$ cat src/hw/rtl/emhq_pkg.sv
// Shared types, widths and codes for the event min-heap queue.
// Has no dependencies; every other file of the block refers to it by scoped names.
`timescale 1ns / 1ps
`default_nettype none

package emhq_pkg;

    // Default storage depth of the heap
    localparam int DEPTH_DEFAULT = 1024;

    // Field widths of one event word, the status code and the occupancy count
    localparam int TIME_W   = 32;
    localparam int PROC_W   = 10;
    localparam int KIND_W   = 2;
    localparam int STATUS_W = 2;
    localparam int OCC_W    = 11;

    // Operation codes
    localparam logic OP_INSERT = 1'b0;
    localparam logic OP_REMOVE = 1'b1;

    // Result status codes
    typedef enum logic [STATUS_W-1:0] {
        STATUS_OK    = 2'd0,
        STATUS_EMPTY = 2'd1,
        STATUS_FULL  = 2'd2
    } status_t;

    // One stored event
    typedef struct packed {
        logic [TIME_W-1:0] ev_time;
        logic [PROC_W-1:0] ev_proc;
        logic [KIND_W-1:0] ev_kind;
    } entry_t;

    // Finished result handed from the sift controller to the output stage
    typedef struct packed {
        logic    valid;
        status_t status;
        entry_t  entry;
    } result_t;

    // True when event x must leave before event y: time first, then process number
    function automatic logic earlier(input entry_t x, input entry_t y);
        logic res;
        if (x.ev_time != y.ev_time)
        begin
            res = (x.ev_time < y.ev_time);
        end
        else
        begin
            res = (x.ev_proc < y.ev_proc);
        end
        return res;
    endfunction

endpackage

`default_nettype wire

$ cat src/hw/rtl/emhq_ctrl.sv
// Sift controller: accepts one word, walks the heap up or down one level a cycle.
// Depends on emhq_pkg; drives the ports of emhq_store.
`timescale 1ns / 1ps
`default_nettype none

module emhq_ctrl #(
    parameter int HEAP_DEPTH = emhq_pkg::DEPTH_DEFAULT,
    localparam int AW = $clog2(HEAP_DEPTH),
    localparam int CW = $clog2(HEAP_DEPTH + 1)
) (
    input  wire logic                          clk,
    input  wire logic                          rst_n,
    input  wire logic                          in_valid,
    output logic                               in_stall,
    input  wire logic                          operation,
    input  wire logic [emhq_pkg::TIME_W-1:0]   event_time,
    input  wire logic [emhq_pkg::PROC_W-1:0]   process_index,
    input  wire logic [emhq_pkg::KIND_W-1:0]   event_kind,
    output logic                               rd_en,
    output logic [AW-1:0]                      rd_addr_a,
    output logic [AW-1:0]                      rd_addr_b,
    output logic                               wr_en,
    output logic [AW-1:0]                      wr_addr,
    output emhq_pkg::entry_t                   wr_data,
    input  wire emhq_pkg::entry_t              rd_data_a,
    input  wire emhq_pkg::entry_t              rd_data_b,
    output emhq_pkg::result_t                  res,
    input  wire logic                          res_free,
    output logic [CW-1:0]                      count
);

    typedef enum logic [5:0] {
        S_IDLE  = 6'b000001,
        S_LOAD  = 6'b000010,
        S_UP    = 6'b000100,
        S_DOWN  = 6'b001000,
        S_PLACE = 6'b010000,
        S_DONE  = 6'b100000
    } state_t;

    state_t                state_reg,  state_next;
    logic [CW-1:0]         count_reg,  count_next;
    logic [AW-1:0]         pos_reg,    pos_next;
    emhq_pkg::entry_t      item_reg,   item_next;
    emhq_pkg::entry_t      out_reg,    out_next;
    emhq_pkg::status_t     status_reg, status_next;

    logic                  accept;
    emhq_pkg::entry_t      in_entry;
    logic [CW-1:0]         cnt_dec;
    logic [AW-1:0]         parent;
    logic [AW-1:0]         grand;
    logic [AW+1:0]         n_ext;
    logic [AW+1:0]         l_ext;
    logic [AW+1:0]         r_ext;
    logic                  take_l;
    logic                  take_r;
    emhq_pkg::entry_t      cand;
    logic [AW+1:0]         child_ext;
    emhq_pkg::entry_t      child_entry;
    logic [AW+1:0]         cl_ext;

    assign accept   = in_valid && (state_reg == S_IDLE);
    assign in_stall = (state_reg != S_IDLE);
    assign count    = count_reg;

    assign in_entry.ev_time = event_time;
    assign in_entry.ev_proc = process_index;
    assign in_entry.ev_kind = event_kind;

    // Heap index arithmetic
    assign cnt_dec = count_reg - CW'(1);
    assign parent  = AW'((pos_reg - AW'(1)) >> 1);
    assign grand   = AW'((parent - AW'(1)) >> 1);
    assign n_ext   = (AW+2)'(count_reg);
    assign l_ext   = {1'b0, pos_reg, 1'b1};
    assign r_ext   = l_ext + (AW+2)'(1);

    // Pick the smaller child; the left child wins a tie, the item stays on a tie
    assign take_l      = emhq_pkg::earlier(rd_data_a, item_reg);
    assign cand        = take_l ? rd_data_a : item_reg;
    assign take_r      = (r_ext < n_ext) && emhq_pkg::earlier(rd_data_b, cand);
    assign child_ext   = take_r ? r_ext : l_ext;
    assign child_entry = take_r ? rd_data_b : rd_data_a;
    assign cl_ext      = {child_ext[AW:0], 1'b1};

    // Result toward the output stage
    assign res.valid  = (state_reg == S_DONE);
    assign res.status = status_reg;
    assign res.entry  = out_reg;

    // Sequence one operation; reads never hit the entry written in the same cycle
    always_comb
    begin
        state_next  = state_reg;
        count_next  = count_reg;
        pos_next    = pos_reg;
        item_next   = item_reg;
        out_next    = out_reg;
        status_next = status_reg;
        rd_en       = 1'b0;
        rd_addr_a   = '0;
        rd_addr_b   = '0;
        wr_en       = 1'b0;
        wr_addr     = pos_reg;
        wr_data     = item_reg;

        unique case (state_reg)
            S_IDLE:
            begin
                if (accept)
                begin
                    out_next    = '0;
                    status_next = emhq_pkg::STATUS_OK;
                    if (operation == emhq_pkg::OP_INSERT)
                    begin
                        item_next = in_entry;
                        pos_next  = AW'(count_reg);
                        if (count_reg == CW'(HEAP_DEPTH))
                        begin
                            status_next = emhq_pkg::STATUS_FULL;
                            state_next  = S_DONE;
                        end
                        else if (count_reg == '0)
                        begin
                            count_next = count_reg + CW'(1);
                            state_next = S_PLACE;
                        end
                        else
                        begin
                            count_next = count_reg + CW'(1);
                            rd_en      = 1'b1;
                            rd_addr_a  = AW'(cnt_dec >> 1);
                            state_next = S_UP;
                        end
                    end
                    else
                    begin
                        if (count_reg == '0)
                        begin
                            status_next = emhq_pkg::STATUS_EMPTY;
                            state_next  = S_DONE;
                        end
                        else
                        begin
                            count_next = cnt_dec;
                            rd_en      = 1'b1;
                            rd_addr_a  = '0;
                            rd_addr_b  = AW'(cnt_dec);
                            state_next = S_LOAD;
                        end
                    end
                end
            end

            S_LOAD:
            begin
                // Take the root as result, move the last entry to a hole at the root
                out_next  = rd_data_a;
                item_next = rd_data_b;
                pos_next  = '0;
                if (count_reg == '0)
                begin
                    state_next = S_DONE;
                end
                else if (count_reg == CW'(1))
                begin
                    state_next = S_PLACE;
                end
                else
                begin
                    rd_en      = 1'b1;
                    rd_addr_a  = AW'(1);
                    rd_addr_b  = AW'(2 % HEAP_DEPTH);
                    state_next = S_DOWN;
                end
            end

            S_UP:
            begin
                wr_en = 1'b1;
                if (emhq_pkg::earlier(item_reg, rd_data_a))
                begin
                    // Move the parent down into the hole
                    wr_data  = rd_data_a;
                    pos_next = parent;
                    if (parent == '0)
                    begin
                        state_next = S_PLACE;
                    end
                    else
                    begin
                        rd_en     = 1'b1;
                        rd_addr_a = grand;
                    end
                end
                else
                begin
                    state_next = S_DONE;
                end
            end

            S_DOWN:
            begin
                wr_en = 1'b1;
                if (take_l || take_r)
                begin
                    // Move the smaller child up into the hole
                    wr_data  = child_entry;
                    pos_next = AW'(child_ext);
                    if (cl_ext < n_ext)
                    begin
                        rd_en     = 1'b1;
                        rd_addr_a = AW'(cl_ext);
                        rd_addr_b = AW'(cl_ext + (AW+2)'(1));
                    end
                    else
                    begin
                        state_next = S_PLACE;
                    end
                end
                else
                begin
                    state_next = S_DONE;
                end
            end

            S_PLACE:
            begin
                wr_en      = 1'b1;
                state_next = S_DONE;
            end

            S_DONE:
            begin
                if (res_free)
                begin
                    state_next = S_IDLE;
                end
            end

            default:
            begin
                state_next = S_IDLE;
            end
        endcase
    end

    // Hold control state
    always_ff @(posedge clk or negedge rst_n)
    begin
        if (!rst_n)
        begin
            state_reg <= S_IDLE;
            count_reg <= '0;
        end
        else
        begin
            state_reg <= state_next;
            count_reg <= count_next;
        end
    end

    // Hold working payload
    always_ff @(posedge clk)
    begin
        pos_reg    <= pos_next;
        item_reg   <= item_next;
        out_reg    <= out_next;
        status_reg <= status_next;
    end

`ifndef SYNTHESIS
    a_count_bound: assert property (@(posedge clk) disable iff (!rst_n)
        count_reg <= CW'(HEAP_DEPTH))
        else $error("entry count above heap depth");

    a_down_has_child: assert property (@(posedge clk) disable iff (!rst_n)
        (state_reg == S_DOWN) |-> (l_ext < n_ext))
        else $error("sift down without a left child in range");

    a_insert_grows: assert property (@(posedge clk) disable iff (!rst_n)
        (accept && operation == emhq_pkg::OP_INSERT && count_reg != CW'(HEAP_DEPTH))
        |=> (count_reg == $past(count_reg) + CW'(1)))
        else $error("accepted insert did not grow the count");

    a_remove_loads: assert property (@(posedge clk) disable iff (!rst_n)
        (accept && operation == emhq_pkg::OP_REMOVE && count_reg != '0)
        |=> (state_reg == S_LOAD && count_reg == $past(count_reg) - CW'(1)))
        else $error("accepted remove did not start a root load");

    a_no_idle_write: assert property (@(posedge clk) disable iff (!rst_n)
        (state_reg == S_IDLE || state_reg == S_DONE || state_reg == S_LOAD) |-> !wr_en)
        else $error("heap write outside a sift step");
`endif

endmodule

`default_nettype wire
$ cat config.mk
export PLATFORM = sky130hd
export DESIGN_NAME = emhq_ctrl
export DESIGN_NICKNAME = d
export VERILOG_FILES = /design/src/hw/rtl/emhq_pkg.sv /design/src/hw/rtl/emhq_ctrl.sv
export SDC_FILE = /design/constraint.sdc
export NUM_CORES = 1
export LEC_CHECK = 0
export BUFFER_PORTS_ARGS = -buffer_cell sky130_fd_sc_hd__buf_2
export CAP_MARGIN = 20
export CORE_ASPECT_RATIO = 2
export CORE_UTILIZATION = 49
export DETAILED_ROUTE_END_ITERATION = 12
export GPL_TIMING_DRIVEN = 0
export PLACE_DENSITY = 0.83
export SETUP_SLACK_MARGIN = 0.4
export SKIP_CTS_REPAIR_TIMING = 1
export SYNTH_ARGS = -nofsm -noshare
export SYNTH_HDL_FRONTEND = slang
export SYNTH_SLANG_ARGS = --single-unit
$ cat constraint.sdc
create_clock -name clk -period 8.95 [get_ports clk]
set_input_delay 1.3425 -clock clk [delete_from_list [all_inputs] [get_ports clk]]
set_output_delay 1.3425 -clock clk [all_outputs]
set_load 0.05 [all_outputs]
==> run metrics <==
# setup viols final=19; CP Class=in2out; maximum level of the CTS H-tree=4; register area share after synthesis=between 30% and 40%; post-route fraction of the period consumed by the critical path=103%; clock buffer depth=2; area of the mapped netlist=a little over 0.01 mm2; result of the run=finished, violations left; total track usage=37.5%; post-synthesis simple-gate area fraction=between 20% and 30%; area fraction in compound gates after synthesis=17.8%; worst max-slew margin expressed relative to the limit=about a quarter; cell count after synthesis=around 1.2k; critical path's slowest cell=sky130_fd_sc_hd__o31a_1; multiplexer share of the synthesized area=approximately 5%; Worst Min Path Start=count[5]; clock sink total=between 100 and 150; worst path required time=around 7600 ps; Seq cells post-synth=~120; type of element capturing the critical path=primary output; worst reg2reg path depth=29; via density per instance=between 6 and 7; average detailed-routed wire length per instance=around 24 um; Reg clk slew, reported paths=about 60 ps; number of max-slew violations in the final report=0; hold violation total from the final report=0; TritonCTS clock tree=done; average size of a mapped cell=8.74 um2; number of buffers added by the clock tree synthesis step=17; vias in the first global route=around 11k; Hold Slack=~650 ps; startpoint types=input port; area inside the core boundary=between 0.02 and 0.025 mm2; post-layout net count=~1.8k; port buffer count=270; worst hold path type=reg2reg; number of detailed-route iterations in the first pass=6; Root Driver=sky130_fd_sc_hd__clkbuf_16; number of distinct library cells after synthesis=75; RSZ-0062 raised after global routing=true; cell type with the highest aggregate area in the netlist=sky130_fd_sc_hd__edfxtp_1; worst reg2reg path endpoint=state_reg[4]; DRT antenna net count=0; half-perimeter wire length after detailed placement=32.8 mm; worst-skew pair later-pin latency=430 ps; I/O Pins=between 200 and 300; overall routed net length=about 43 mm; Post-synth EDFFs=100; terminating pin of the worst hold path=wr_addr[5]; reg-to-reg critical path startpoint=item_reg[42]; number of maximum-capacitance violations=0; xor and xnor area share after synthesis=between 4 and 5%; peak supply drop=279 uV; critical path buffer and inverter count=8; post-synthesis adder-cell area fraction=between 10% and 20%; Initial Util=roughly half; number of standard cells in the layout, taps in and fillers out=1812; Worst Clk Skew=around 13 ps; overall via count from detail_route=about 11k; total overflow reported by the global router=0; Iteration-0 DRC Markers=843; routability-driven placement congestion ratio=slightly above 1; Die Height=~210 um; post-synthesis to final-layout area growth=37.9%; Worst Path Arrival=between 7000 and 8000 ps; FFs w/ async S/R, synth=14.5%; synthesized net count=about 1.4k; violated checks=setup timing; Max stage delay on crit path=between 300 and 400 ps; DRC violation count after routing=0; Crit path max-delay family=compound AO/OA/AOI/OAI gates; Place WS=-1360 ps; global-route wire length before repair=slightly above 60 mm; Warnings, synthesis=0; die width=between 100 and 150 um; layout cells sized above 1=between 30% and 40%; antenna violations before repair=5; main flop type after synthesis=sky130_fd_sc_hd__edfxtp_1; cell row count=74; number of cells in the design after placement=approximately 1.7k; leading post-synthesis cells by cell area=sky130_fd_sc_hd__edfxtp_1, sky130_fd_sc_hd__ha_1, sky130_fd_sc_hd__nand2_1, sky130_fd_sc_hd__mux2i_1, sky130_fd_sc_hd__nor2_1; total negative slack=-3570 ps; flop-to-flop setup slack=around 1900 ps; area of the die=roughly 0.022 mm2; pin count of the biggest net entering global routing=34; largest fanout on the critical path=7; power density over the cells=between 300 and 400 mW/mm2; fmax=~0.11 GHz; final setup slack of the worst path=-267 ps; Worst Tran Pin Value=about 1100 ps; largest family of logic cells by synthesized area=simple AND/OR/NAND/NOR gates; fraction of post-synthesis cell area in the top cell type by area=just under 30%; Lkg Pwr=between 6 and 7 nW; worst hold path cell count=2; post-route minimum period=about 9200 ps
[report_power, final]
group,total [mW],switching (mW),internal [mW]
logic,3.25,2.17,1.07
clock network,0.699,0.268,0.431
registers,0.938,0.131,0.808
total,4.88,2.57,2.31
[cell families (layout without fill, tap and decap cells)]
logic type	Yosys count	in the layout
adders and majority gates	111	111
buffers and inverters	138	498
and+or+nand+nor	465	465
muxes	50	50
DFF	117	117
AOI/OAI and AO/OA	252	252
xor gates and xnor gates	48	48
other	0	5
[per-stage QoR]
stage / total power, mW / area (um2) / utilization [%]
after global placement: 3.69 / 12300 / 60.0
after global routing: 5.06 / 14200 / 69.2
after detailed placement: 3.73 / 12400 / 60.3
after CTS: 4.44 / 13000 / 63.1
final: 4.88 / 14200 / 69.2
after floorplan: 2.92 / 10700 / -
[tightest hold or removal path, delay by kind of cell, from the launching register on]
family             cells  cell delay, ps
and+or+nand+nor        1              60
DFF                    1             380
AOI/OAI and AO/OA      1              80
[layout by cell type, fill, tap and decap left out, types with 16 or more instances in the layout]
master | Yosys | final
sky130_fd_sc_hd__a21oi_1 | 39 | 34
sky130_fd_sc_hd__buf_4 | 4 | 59
sky130_fd_sc_hd__xor2_1 | 16 | 16
sky130_fd_sc_hd__buf_6 | 2 | 28
sky130_fd_sc_hd__inv_1 | 75 | 56
sky130_fd_sc_hd__nand2_1 | 189 | 181
sky130_fd_sc_hd__ha_1 | 111 | 90
sky130_fd_sc_hd__a221o_1 | 19 | 19
sky130_fd_sc_hd__nor3_1 | 19 | 16
sky130_fd_sc_hd__dfrtp_1 | 16 | 16
sky130_fd_sc_hd__buf_2 | 10 | 240
sky130_fd_sc_hd__xnor2_1 | 32 | 28
sky130_fd_sc_hd__and2_0 | 16 | 16
sky130_fd_sc_hd__a21o_1 | 17 | 17
sky130_fd_sc_hd__edfxtp_1 | 100 | 100
sky130_fd_sc_hd__o21ai_0 | 28 | 24
sky130_fd_sc_hd__mux2i_1 | 48 | 42
sky130_fd_sc_hd__ha_4 | 0 | 21
sky130_fd_sc_hd__o31ai_1 | 26 | 26
sky130_fd_sc_hd__clkbuf_1 | 39 | 41
sky130_fd_sc_hd__nand3_1 | 28 | 27
sky130_fd_sc_hd__nor2_1 | 108 | 103
sky130_fd_sc_hd__and2_1 | 35 | 35
sky130_fd_sc_hd__clkbuf_16 | 0 | 19
sky130_fd_sc_hd__nand4_1 | 21 | 21
sky130_fd_sc_hd__a22oi_1 | 34 | 33
[metal layers]
| metal | track usage, % | wire length [um] | vias up |
|---|---|---|---|
| met2 | 68.8 | 22500 | 758 |
| met4 | 37.9 | 4750 | 2 |
| li1 | - | - | 5003 |
| met3 | 4.49 | 2820 | 271 |
| met5 | 0 | 11 | - |
| met1 | 34.1 | 13400 | 5325 |
[cell type report]
type	count	area (um2)
Clock inverter	12	138
Clock buffer	19	433
Multi-Input combinational cell	926	7090
Sequential cell	117	3430
Buffer	60	363
Inverter	78	340
Fill cell	1630	6320
Antenna cell	5	12.5
Tap cell	266	333
Timing Repair Buffer	329	2100
[worst max-delay path by stage]
stage	start	end	slack, ps	cells after the start
floorplan	rd_data_a[35]	rd_addr_b[7]	360	31
global placement	rd_data_a[31]	rd_addr_b[7]	-1310	32
detailed placement	rd_data_a[31]	rd_addr_b[7]	-1360	32
CTS	rd_data_a[31]	rd_addr_b[7]	-1440	32
global route	rd_data_a[33]	rd_addr_b[7]	-440	32
finish	rd_data_a[36]	rd_addr_a[4]	-270	31
[synthesized netlist by cell type (5+ instances only)]
cell / n
sky130_fd_sc_hd__nand2_1: 189
sky130_fd_sc_hd__ha_1: 111
sky130_fd_sc_hd__nor2_1: 108
sky130_fd_sc_hd__edfxtp_1: 100
sky130_fd_sc_hd__inv_1: 75
sky130_fd_sc_hd__mux2i_1: 48
sky130_fd_sc_hd__a21oi_1: 39
sky130_fd_sc_hd__clkbuf_1: 39
sky130_fd_sc_hd__and2_1: 35
sky130_fd_sc_hd__a22oi_1: 34
sky130_fd_sc_hd__xnor2_1: 32
sky130_fd_sc_hd__nand3_1: 28
sky130_fd_sc_hd__o21ai_0: 28
sky130_fd_sc_hd__o31ai_1: 26
sky130_fd_sc_hd__nand4_1: 21
sky130_fd_sc_hd__a221o_1: 19
sky130_fd_sc_hd__nor3_1: 19
sky130_fd_sc_hd__a21o_1: 17
sky130_fd_sc_hd__and2_0: 16
sky130_fd_sc_hd__dfrtp_1: 16
sky130_fd_sc_hd__xor2_1: 16
sky130_fd_sc_hd__o221ai_1: 14
sky130_fd_sc_hd__o21a_1: 13
sky130_fd_sc_hd__buf_2: 10
sky130_fd_sc_hd__nor4_1: 10
sky130_fd_sc_hd__a211oi_1: 8
sky130_fd_sc_hd__o211ai_1: 8
sky130_fd_sc_hd__nand2b_1: 6
sky130_fd_sc_hd__o22ai_1: 6
sky130_fd_sc_hd__a31o_2: 5
sky130_fd_sc_hd__a31oi_1: 5
sky130_fd_sc_hd__and3_1: 5
sky130_fd_sc_hd__buf_1: 5
sky130_fd_sc_hd__nor2b_1: 5
Note: power is estimated with default switching activity, not from simulation.
